`src/sv/bpsr_pkg.sv`:
```
// ----------------------------------------------------------------------------
// bpsr_pkg: shared types and constants for the byte pattern search/replace
// Register indexes, fixed field widths and the output buffer control word.
// ----------------------------------------------------------------------------
package bpsr_pkg;

  localparam int BYTE_W     = 8;
  localparam int LEN_W      = 5;
  localparam int CFG_DATA_W = 64;
  localparam int CFG_IDX_W  = 3;
  localparam int TOTAL_W    = 32;

  // configuration register indexes
  localparam logic [CFG_IDX_W-1:0] REG_PATTERN_LENGTH = 3'd0;
  localparam logic [CFG_IDX_W-1:0] REG_PATTERN_LOW    = 3'd1;
  localparam logic [CFG_IDX_W-1:0] REG_PATTERN_HIGH   = 3'd2;
  localparam logic [CFG_IDX_W-1:0] REG_REPLACE_LOW    = 3'd3;
  localparam logic [CFG_IDX_W-1:0] REG_REPLACE_HIGH   = 3'd4;

  localparam logic [LEN_W-1:0]   PATTERN_LENGTH_RST = 5'd1;
  localparam logic [TOTAL_W-1:0] TOTAL_MAX          = '1;

  typedef logic [BYTE_W-1:0] byte_t;

  // output buffer control, one word shared by every buffer cell
  typedef struct packed {
    logic load;      // take a fresh batch of results
    logic pop;       // head beat taken, move toward the head
    logic is_match;  // batch starts with the replacement sequence
  } ob_ctl_t;

endpackage

```
`src/sv/bpsr_win_cell.sv`:
```
// ----------------------------------------------------------------------------
// bpsr_win_cell: one byte of the pending window
// Holds one byte, takes its neighbor's byte on every accepted beat and
// checks the incoming byte against the pattern byte at its window position.
// ----------------------------------------------------------------------------
module bpsr_win_cell #(
  parameter int N   = 16,
  parameter int POS = 0
) (
  input  logic                       clk,
  input  logic                       shift,
  input  bpsr_pkg::byte_t            byte_in,
  input  logic [$clog2(N+1)-1:0]     fill_new,
  input  logic [$clog2(N+1)-1:0]     eff_len,
  input  bpsr_pkg::byte_t [N-1:0]    pattern,
  output bpsr_pkg::byte_t            byte_q,
  output logic                       ok
);
  import bpsr_pkg::*;

  localparam int FW = $clog2(N+1);
  localparam int IW = (N > 1) ? $clog2(N) : 1;
  localparam logic [FW:0] POS_V = (FW+1)'(POS);

  byte_t           byte_r;
  logic [FW:0]     fill_ext;
  logic            in_range;
  logic [FW-1:0]   pat_pos;
  logic [IW-1:0]   pat_idx;

  // the cell sits among the oldest eff_len bytes once the beat lands
  assign fill_ext = {1'b0, fill_new};
  assign in_range = (POS_V < fill_ext) && (fill_ext <= POS_V + {1'b0, eff_len});

  // oldest byte maps to pattern byte 0
  assign pat_pos = fill_new - FW'(POS) - FW'(1);
  assign pat_idx = pat_pos[IW-1:0];

  assign ok = !in_range || (byte_in == pattern[pat_idx]);

  // advance the window by one on every accepted beat
  always_ff @(posedge clk) begin
    if (shift) begin
      byte_r <= byte_in;
    end
  end

  assign byte_q = byte_r;

endmodule

```
`src/sv/bpsr_out_cell.sv`:
```
// ----------------------------------------------------------------------------
// bpsr_out_cell: one slot of the result buffer
// Loads its result of a fresh batch (replacement or window byte) and moves
// toward the head by one slot on every taken result beat.
// ----------------------------------------------------------------------------
module bpsr_out_cell #(
  parameter int N   = 16,
  parameter int POS = 0
) (
  input  logic                       clk,
  input  bpsr_pkg::ob_ctl_t          ctl,
  input  logic [$clog2(N+1)-1:0]     fill_new,
  input  logic [$clog2(N+1)-1:0]     eff_len,
  input  bpsr_pkg::byte_t            repl_byte,
  input  bpsr_pkg::byte_t [N-1:0]    win_next,
  input  bpsr_pkg::byte_t            nb_byte,
  input  logic                       nb_rep,
  output bpsr_pkg::byte_t            byte_q,
  output logic                       rep_q
);
  import bpsr_pkg::*;

  localparam int FW = $clog2(N+1);
  localparam int IW = (N > 1) ? $clog2(N) : 1;
  localparam logic [FW-1:0] POS_V = FW'(POS);

  byte_t          byte_r;
  logic           rep_r;
  byte_t          load_byte;
  logic           load_rep;
  logic [FW-1:0]  win_pos;
  logic [IW-1:0]  win_idx;

  // window position POS sits in cell fill_new-1-POS, newest in cell 0
  assign win_pos = fill_new - POS_V - FW'(1);
  assign win_idx = win_pos[IW-1:0];

  // pick the result for this slot of the new batch
  always_comb begin
    load_byte = '0;
    load_rep  = 1'b0;
    if (ctl.is_match && (POS_V < eff_len)) begin
      load_byte = repl_byte;
      load_rep  = 1'b1;
    end else if (POS_V < fill_new) begin
      load_byte = win_next[win_idx];
    end
  end

  // load a batch or move toward the head
  always_ff @(posedge clk) begin
    if (ctl.load) begin
      byte_r <= load_byte;
      rep_r  <= load_rep;
    end else if (ctl.pop) begin
      byte_r <= nb_byte;
      rep_r  <= nb_rep;
    end
  end

  assign byte_q = byte_r;
  assign rep_q  = rep_r;

endmodule

```
`src/sv/byte_pattern_search_replace.sv`:
```
// ----------------------------------------------------------------------------
// byte_pattern_search_replace: fixed-pattern byte search and replace
// Rewrites a byte stream, swapping each non-overlapping occurrence of the
// configured search sequence for the replacement sequence.
// ----------------------------------------------------------------------------
// One input byte is taken per cycle as long as each byte yields at most one
// result and the output does not stall, which is the steady state. A byte that
// yields n results (a match of length n, or a flush on the last byte) holds the
// input until they have left: results leave a buffer one beat per cycle unless
// out_stall holds them, and the next input beat is taken in the cycle the last
// result of the previous one is taken. The window is a row of byte cells, the
// newest byte entering the first cell; a match or a slide only lowers the fill
// count, so no byte ever moves by more than one cell. There is no clearing
// pass after reset. Write the configuration only while the block is idle.
module byte_pattern_search_replace #(
  parameter int MAX_PATTERN_BYTES = 16
) (
  input  logic                              clk,
  input  logic                              rst_n,
  input  logic                              cfg_wr_en,
  input  logic [bpsr_pkg::CFG_IDX_W-1:0]    cfg_index,
  input  logic [bpsr_pkg::CFG_DATA_W-1:0]   cfg_data,
  input  logic                              in_valid,
  output logic                              in_stall,
  input  logic [bpsr_pkg::BYTE_W-1:0]       in_byte,
  input  logic                              in_last,
  output logic                              out_valid,
  input  logic                              out_stall,
  output logic [bpsr_pkg::BYTE_W-1:0]       out_byte,
  output logic                              out_was_replaced,
  output logic                              out_last,
  output logic [bpsr_pkg::TOTAL_W-1:0]      out_match_total
);
  import bpsr_pkg::*;

  localparam int N  = MAX_PATTERN_BYTES;
  localparam int FW = $clog2(N+1);

  // configuration
  logic [LEN_W-1:0]      pat_len_r;
  logic [CFG_DATA_W-1:0] pat_lo_r;
  logic [CFG_DATA_W-1:0] pat_hi_r;
  logic [CFG_DATA_W-1:0] rep_lo_r;
  logic [CFG_DATA_W-1:0] rep_hi_r;

  logic [2*CFG_DATA_W-1:0] pat_all;
  logic [2*CFG_DATA_W-1:0] rep_all;

  byte_t [N-1:0] pattern;
  byte_t [N-1:0] replace;
  logic [FW-1:0] eff_len;

  // window and result buffer
  logic [FW-1:0]      fill_r;
  logic [FW-1:0]      fill_nxt;
  logic [FW-1:0]      fill_new;
  logic [FW-1:0]      cnt_r;
  logic [FW-1:0]      cnt_nxt;
  logic [FW-1:0]      batch_cnt;
  logic [TOTAL_W-1:0] match_cnt_r;
  logic [TOTAL_W-1:0] match_cnt_nxt;

  byte_t [N-1:0] win_in;
  byte_t [N-1:0] win_q;
  logic  [N-1:0] ok;
  byte_t [N-1:0] ob_byte;
  logic  [N-1:0] ob_rep;
  byte_t [N-1:0] ob_nb_byte;
  logic  [N-1:0] ob_nb_rep;

  logic    accept;
  logic    pop;
  logic    emit_any;
  logic    is_match;
  ob_ctl_t ob_ctl;

  // configuration writes; unknown indexes are dropped
  always_ff @(posedge clk) begin
    if (!rst_n) begin
      pat_len_r <= PATTERN_LENGTH_RST;
      pat_lo_r  <= '0;
      pat_hi_r  <= '0;
      rep_lo_r  <= '0;
      rep_hi_r  <= '0;
    end else if (cfg_wr_en) begin
      case (cfg_index)
        REG_PATTERN_LENGTH: pat_len_r <= cfg_data[LEN_W-1:0];
        REG_PATTERN_LOW:    pat_lo_r  <= cfg_data;
        REG_PATTERN_HIGH:   pat_hi_r  <= cfg_data;
        REG_REPLACE_LOW:    rep_lo_r  <= cfg_data;
        REG_REPLACE_HIGH:   rep_hi_r  <= cfg_data;
        default: ;
      endcase
    end
  end

  // unpack search and replacement bytes
  assign pat_all = {pat_hi_r, pat_lo_r};
  assign rep_all = {rep_hi_r, rep_lo_r};

  for (genvar k = 0; k < N; k++) begin : g_unpack
    assign pattern[k] = pat_all[BYTE_W*k +: BYTE_W];
    assign replace[k] = rep_all[BYTE_W*k +: BYTE_W];
  end

  // clamp the length into 1..N
  always_comb begin
    if (pat_len_r == '0) begin
      eff_len = FW'(1);
    end else if (pat_len_r > LEN_W'(N)) begin
      eff_len = FW'(N);
    end else begin
      eff_len = pat_len_r[FW-1:0];
    end
  end

  // handshakes: take a beat once the buffer drains this cycle
  assign pop       = out_valid && !out_stall;
  assign in_stall  = (cnt_r > FW'(1)) || ((cnt_r == FW'(1)) && out_stall);
  assign accept    = in_valid && !in_stall;

  // window cells, newest byte in cell 0
  for (genvar j = 0; j < N; j++) begin : g_win
    if (j == 0) begin : g_head
      assign win_in[j] = in_byte;
    end else begin : g_body
      assign win_in[j] = win_q[j-1];
    end

    bpsr_win_cell #(
      .N   (N),
      .POS (j)
    ) u_cell (
      .clk      (clk),
      .shift    (accept),
      .byte_in  (win_in[j]),
      .fill_new (fill_new),
      .eff_len  (eff_len),
      .pattern  (pattern),
      .byte_q   (win_q[j]),
      .ok       (ok[j])
    );
  end

  // compare and decide on the beat
  assign fill_new = fill_r + FW'(1);
  assign emit_any = (fill_new >= eff_len);
  assign is_match = emit_any && (&ok);

  always_comb begin
    if (in_last) begin
      batch_cnt = fill_new;
      fill_nxt  = '0;
    end else if (is_match) begin
      batch_cnt = eff_len;
      fill_nxt  = fill_new - eff_len;
    end else if (emit_any) begin
      batch_cnt = FW'(1);
      fill_nxt  = fill_new - FW'(1);
    end else begin
      batch_cnt = '0;
      fill_nxt  = fill_new;
    end
  end

  // saturating match count
  always_comb begin
    match_cnt_nxt = match_cnt_r;
    if (accept && is_match && (match_cnt_r != TOTAL_MAX)) begin
      match_cnt_nxt = match_cnt_r + TOTAL_W'(1);
    end
  end

  // buffer fill count
  always_comb begin
    cnt_nxt = cnt_r;
    if (accept) begin
      cnt_nxt = batch_cnt;
    end else if (pop) begin
      cnt_nxt = cnt_r - FW'(1);
    end
  end

  always_ff @(posedge clk) begin
    if (!rst_n) begin
      fill_r      <= '0;
      cnt_r       <= '0;
      match_cnt_r <= '0;
    end else begin
      if (accept) begin
        fill_r <= fill_nxt;
      end
      cnt_r       <= cnt_nxt;
      match_cnt_r <= match_cnt_nxt;
    end
  end

  // result buffer cells, head in cell 0
  assign ob_ctl.load     = accept;
  assign ob_ctl.pop      = pop;
  assign ob_ctl.is_match = is_match;

  for (genvar k = 0; k < N; k++) begin : g_ob
    if (k == N-1) begin : g_tail
      assign ob_nb_byte[k] = '0;
      assign ob_nb_rep[k]  = 1'b0;
    end else begin : g_body
      assign ob_nb_byte[k] = ob_byte[k+1];
      assign ob_nb_rep[k]  = ob_rep[k+1];
    end

    bpsr_out_cell #(
      .N   (N),
      .POS (k)
    ) u_cell (
      .clk       (clk),
      .ctl       (ob_ctl),
      .fill_new  (fill_new),
      .eff_len   (eff_len),
      .repl_byte (replace[k]),
      .win_next  (win_in),
      .nb_byte   (ob_nb_byte[k]),
      .nb_rep    (ob_nb_rep[k]),
      .byte_q    (ob_byte[k]),
      .rep_q     (ob_rep[k])
    );
  end

  // the buffer holds one batch; the match total is a running, saturating count
  assign out_valid        = (cnt_r != '0);
  assign out_byte         = ob_byte[0];
  assign out_was_replaced = ob_rep[0];
  assign out_last         = (cnt_r == FW'(1));
  assign out_match_total  = match_cnt_r;

  // window never keeps a full row between beats
  a_fill_bound: assert property (@(posedge clk) disable iff (!rst_n)
    fill_r <= FW'(N-1))
    else $error("window holds too many pending bytes");

  // count holds while a batch is still draining
  a_total_hold: assert property (@(posedge clk) disable iff (!rst_n)
    (cnt_r > FW'(1)) |=> $stable(match_cnt_r))
    else $error("match total changed during a batch");

  // last beat empties the window
  a_flush: assert property (@(posedge clk) disable iff (!rst_n)
    (accept && in_last) |=> (fill_r == '0))
    else $error("window not flushed on last beat");

  // a match always puts a replacement byte at the head
  a_match_head: assert property (@(posedge clk) disable iff (!rst_n)
    (accept && is_match) |=> (out_valid && out_was_replaced))
    else $error("match without replacement at head");

endmodule
```
`config.mk`:
```
export PLATFORM = sky130hd
export DESIGN_NAME = byte_pattern_search_replace
export DESIGN_NICKNAME = d
export VERILOG_FILES = /design/src/sv/bpsr_pkg.sv /design/src/sv/bpsr_win_cell.sv /design/src/sv/bpsr_out_cell.sv /design/src/sv/byte_pattern_search_replace.sv
export SDC_FILE = /design/constraint.sdc
export NUM_CORES = 2
export LEC_CHECK = 0
export BUFFER_PORTS_ARGS = -buffer_cell sky130_fd_sc_hd__buf_2
export CORE_AREA = 4 4 318 242
export DETAILED_ROUTE_END_ITERATION = 6
export DIE_AREA = 0 0 322 246
export PLACE_DENSITY = 0.71
export SLEW_MARGIN = 20
export SYNTH_ARGS = -nofsm -noshare
export SYNTH_HDL_FRONTEND = slang
export SYNTH_SLANG_ARGS = --single-unit
```
`constraint.sdc`:
```
create_clock -name clk -period 22.8 [get_ports clk]
set_input_delay 3.42 -clock clk [delete_from_list [all_inputs] [get_ports clk]]
set_output_delay 3.42 -clock clk [all_outputs]
set_load 0.01 [all_outputs]
```
==> results.yml <==
synthesis:
  ys_async_sr_fraction: 0
  syn_nets: 4440
  ys_ff_latch: 567
  synth_cell_types: 93
  synth-main-ff-cell: "dfxtp_1"
  netlist_area_mm2: 0.0404
  netlist_instances: 4282
  yosys_warnings: 0
  ys_seq_area_frac: 0.347
  synth_area_per_cell_um2: 9.43
  synth_edf_count: 264
power:
  vdd_drop_max_mv: 0.0800
  p_int_uw: 2460
  power_frac_seq: 0.406
  p_clk_frac: 0.244
  power.leakage_uw: 0.0147
  p_switching_uw: 1820
  power_density_mw_per_mm2: 98.3
  swShare: 0.425
  comb_power_share: 0.350
clock_network:
  cts_tree: "built"
  clkTransAtPathRegs_ns: 0.07
  cts_resized: 0
  cts_setup_buffers: 0
  cts_buffer_depth: 3
  clk_latency_ns: 0.71
  postCtsHoldBufs: 0
  numCtsBuffers: 59
  cts_root_buf: "clkbuf_16"
  htreeDepth: 2
  clock_sinks: 567
setup_path:
  path_max_fanout: 85
  crit_family: "buffers and inverters"
  end_kind: "register"
  critPathKind: "reg -> reg"
  slowest_delay_ns: 0.99
  cp_common_cell: "buf_4"
  critPathBufInv: 4
  arrival_ns: 9.07
  startpoint_type: "register"
  cp_slowest_cell: "buf_4"
  path_cells: "clkinv_2 > ha_4 > buf_4 > buf_4 > mux2i_1 > mux2i_1 > nand2_1 > a22oi_1 > nor2_1 > xnor2_1 > nor4_1 > a41oi_1 > or3_4 > buf_4 > o41ai_4 > o221ai_1"
  worstPathRequired_ns: 23.18
min_path:
  hold_class: "reg -> reg"
sta:
  setup_viol: 0
  tightest_slew_ns: 1.40
  hold_violations: 0
  fmax_mhz: 115
  layout_setup_ws_ns: 14.10
  rsz0062_at_grt: "false"
  maxSlewHeadroom: 0.0600
  skew_ns: 0.0589
  slew_violations: 0
  fin_crit_sh: 0.381
  hold_slack_ns: 0.456
  fin_setup_tns_ns: 0
  fin_crit_ns: 8.70
run:
  drv_cap: 0
layout:
  fillerInstances: 6448
  seqCellArea_mm2: 0.0140
  final_common_cell: "nand2_1"
  drive_gt1_frac: 0.152
  final_nets: 4358
  stdcell_count: 5225
  final_cell_area_mm2: 0.0436
  multiInputGateArea_mm2: 0.0246
  final_cell_mix: "nand2_1 (985), a21oi_1 (389), mux2i_1 (329), dfxtp_1 (300), edfxtp_1 (264)"
  syn_to_final_growth_pct: 7.96
global_routing:
  grt_max_degree: 111
  grt_pass1_wl_um: 259000
  overflow: 0
  grt_pass1_vias: 32600
  globalRouteTotalUtil: 0.464
  antenna_found_initial: 14
placement:
  placedCellCount: 5106
  place_congestion: 1.07
  placed_area_mm2: 0.0415
  portBuffers: 124
  dp_slack_ns: 14.65
  hpwl_um: 142000
run_status:
  outcome: "complete, but fails checks"
  violations: "DRC"
drt:
  via_per_inst: 7.24
  drt_pass1_iterations: 7
  drt_wl_total_um: 188000
  vias: 37800
  drt_iter0_drc: 7533
  drc_errors: 21
  ant_nets: 0
  routedWlPerCell_um: 36.0
die:
  initial_core_util: 0.550
  fp-row-count: 86
  core_mm2: 0.0734
  fp.dieW_um: 322
  die_height_um: 246
  pin_count: 125
  die_area_mm2: 0.0792
-- power by group through the flow --
stage / Clock (uW) / Combinational [uW] / Sequential (uW)
floorplan: 0 / 911 / 1590
global placement: 0 / 1410 / 1720
detailed placement: 0 / 1410 / 1720
CTS: 1040 / 1420 / 1700
global route: 1090 / 1530 / 1740
finish: 1040 / 1500 / 1740
-- Yosys cell counts (23+ instances only) --
cell,number,share of area
nand2_1,988,0.092
a21oi_1,390,0.048
mux2i_1,329,0.082
dfxtp_1,303,0.15
edfxtp_1,264,0.20
mux4_2,248,0.14
clkbuf_1,218,0.020
inv_1,124,0.012
nor2_1,106,0.0099
o21ai_0,99,0.012
xnor2_1,82,0.018
ha_1,75,0.023
xor2_1,75,0.016
nand3_1,69,0.0086
buf_2,60,0.0074
o311ai_0,53,0.011
o31ai_1,50,0.0093
and2_1,43,0.0067
and3_1,43,0.0067
nand4_1,42,0.0065
o221ai_1,41,0.0089
a211oi_1,40,0.0074
buf_1,39,0.0036
mux2_2,38,0.011
nor3_1,34,0.0042
a221o_1,33,0.0082
nor2b_1,31,0.0048
a31oi_1,28,0.0043
nor4_1,26,0.0040
nand2b_1,25,0.0039
or4_1,23,0.0043
-- registers in the layout, indices dropped and copies added, names as in the netlist --
signal / flops
pat_len_r: 5
rep_hi_r: 64
g_ob.u_cell.rep_q: 16
out_match_total: 32
g_win.u_cell.byte_q: 120
fill_r: 5
cnt_r: 5
g_ob.u_cell.byte_q: 128
pat_lo_r: 64
rep_lo_r: 64
pat_hi_r: 64
-- through the flow --
step           utilization  total power (uW)
6_report             0.594              4280
5_1_grt              0.594              4350
3_5_place_dp         0.566              3130
3_3_place_gp         0.565              3130
4_1_cts              0.593              4160
2_1_floorplan            -              2500
-- final cells by class --
| class | instances | share of cell area |
|---|---|---|
| diodes | 7 | 0.000402 |
| clock buffers | 78 | 0.0378 |
| clock inverters | 33 | 0.00901 |
| inverters | 129 | 0.0115 |
| multi-input cells | 3241 | 0.564 |
| flip-flops and latches | 567 | 0.321 |
| well taps | 968 | 0.0278 |
| repair buffers | 202 | 0.0280 |
-- worst reg2reg max path: stages (launching register included) --
cell and delay [ns]:
dfxtp_4 0.80, clkinv_2 0.21, ha_4 0.61, buf_4 0.72, buf_4 1.05, mux2i_1 0.44
mux2i_1 0.72, nand2_1 0.16, a22oi_1 0.22, nor2_1 0.09, xnor2_1 0.18, nor4_1 0.46
a41oi_1 0.42, or3_4 0.85, buf_4 0.59, o41ai_4 0.64, o221ai_1 0.24
-- kinds of logic after synthesis --
group                    Yosys count  share of synthesized area
AND/OR/NAND/NOR                 1469                      0.161
AO/OA/AOI/OAI                    912                      0.149
multiplexers                     617                      0.232
flip-flops                       567                      0.347
buffers and inverters            474                     0.0494
XOR/XNOR                         166                     0.0385
adder cells (fa/ha/maj)           77                     0.0242
-- layer usage --
layer | wire [um] | global-route usage | vias up
met3 | 38300 | 0.280 | 451
met4 | 8560 | 0.169 | 18
li1 | - | - | 15700
met2 | 68200 | 0.567 | 3259
met5 | 343 | 0.0259 | -
met1 | 72800 | 0.655 | 18400
-- path summary, 6_finish.rpt --
check	cells after the start	to	slack [ns]	from
worst min register to register	2	rep_hi_r[32]$_SDFFE_PN0P_	0.46	rep_hi_r[32]$_SDFFE_PN0P_
worst max register to register	16	g_ob[12].u_cell.byte_q[2]$_DFFE_PP_	14.10	fill_r[0]$_SDFFE_PN0P_
worst min-delay path	2	rep_hi_r[32]$_SDFFE_PN0P_	0.46	rep_hi_r[32]$_SDFFE_PN0P_
worst max-delay path	16	g_ob[12].u_cell.byte_q[2]$_DFFE_PP_	14.10	fill_r[0]$_SDFFE_PN0P_
Power figures use the tool's default switching activity.
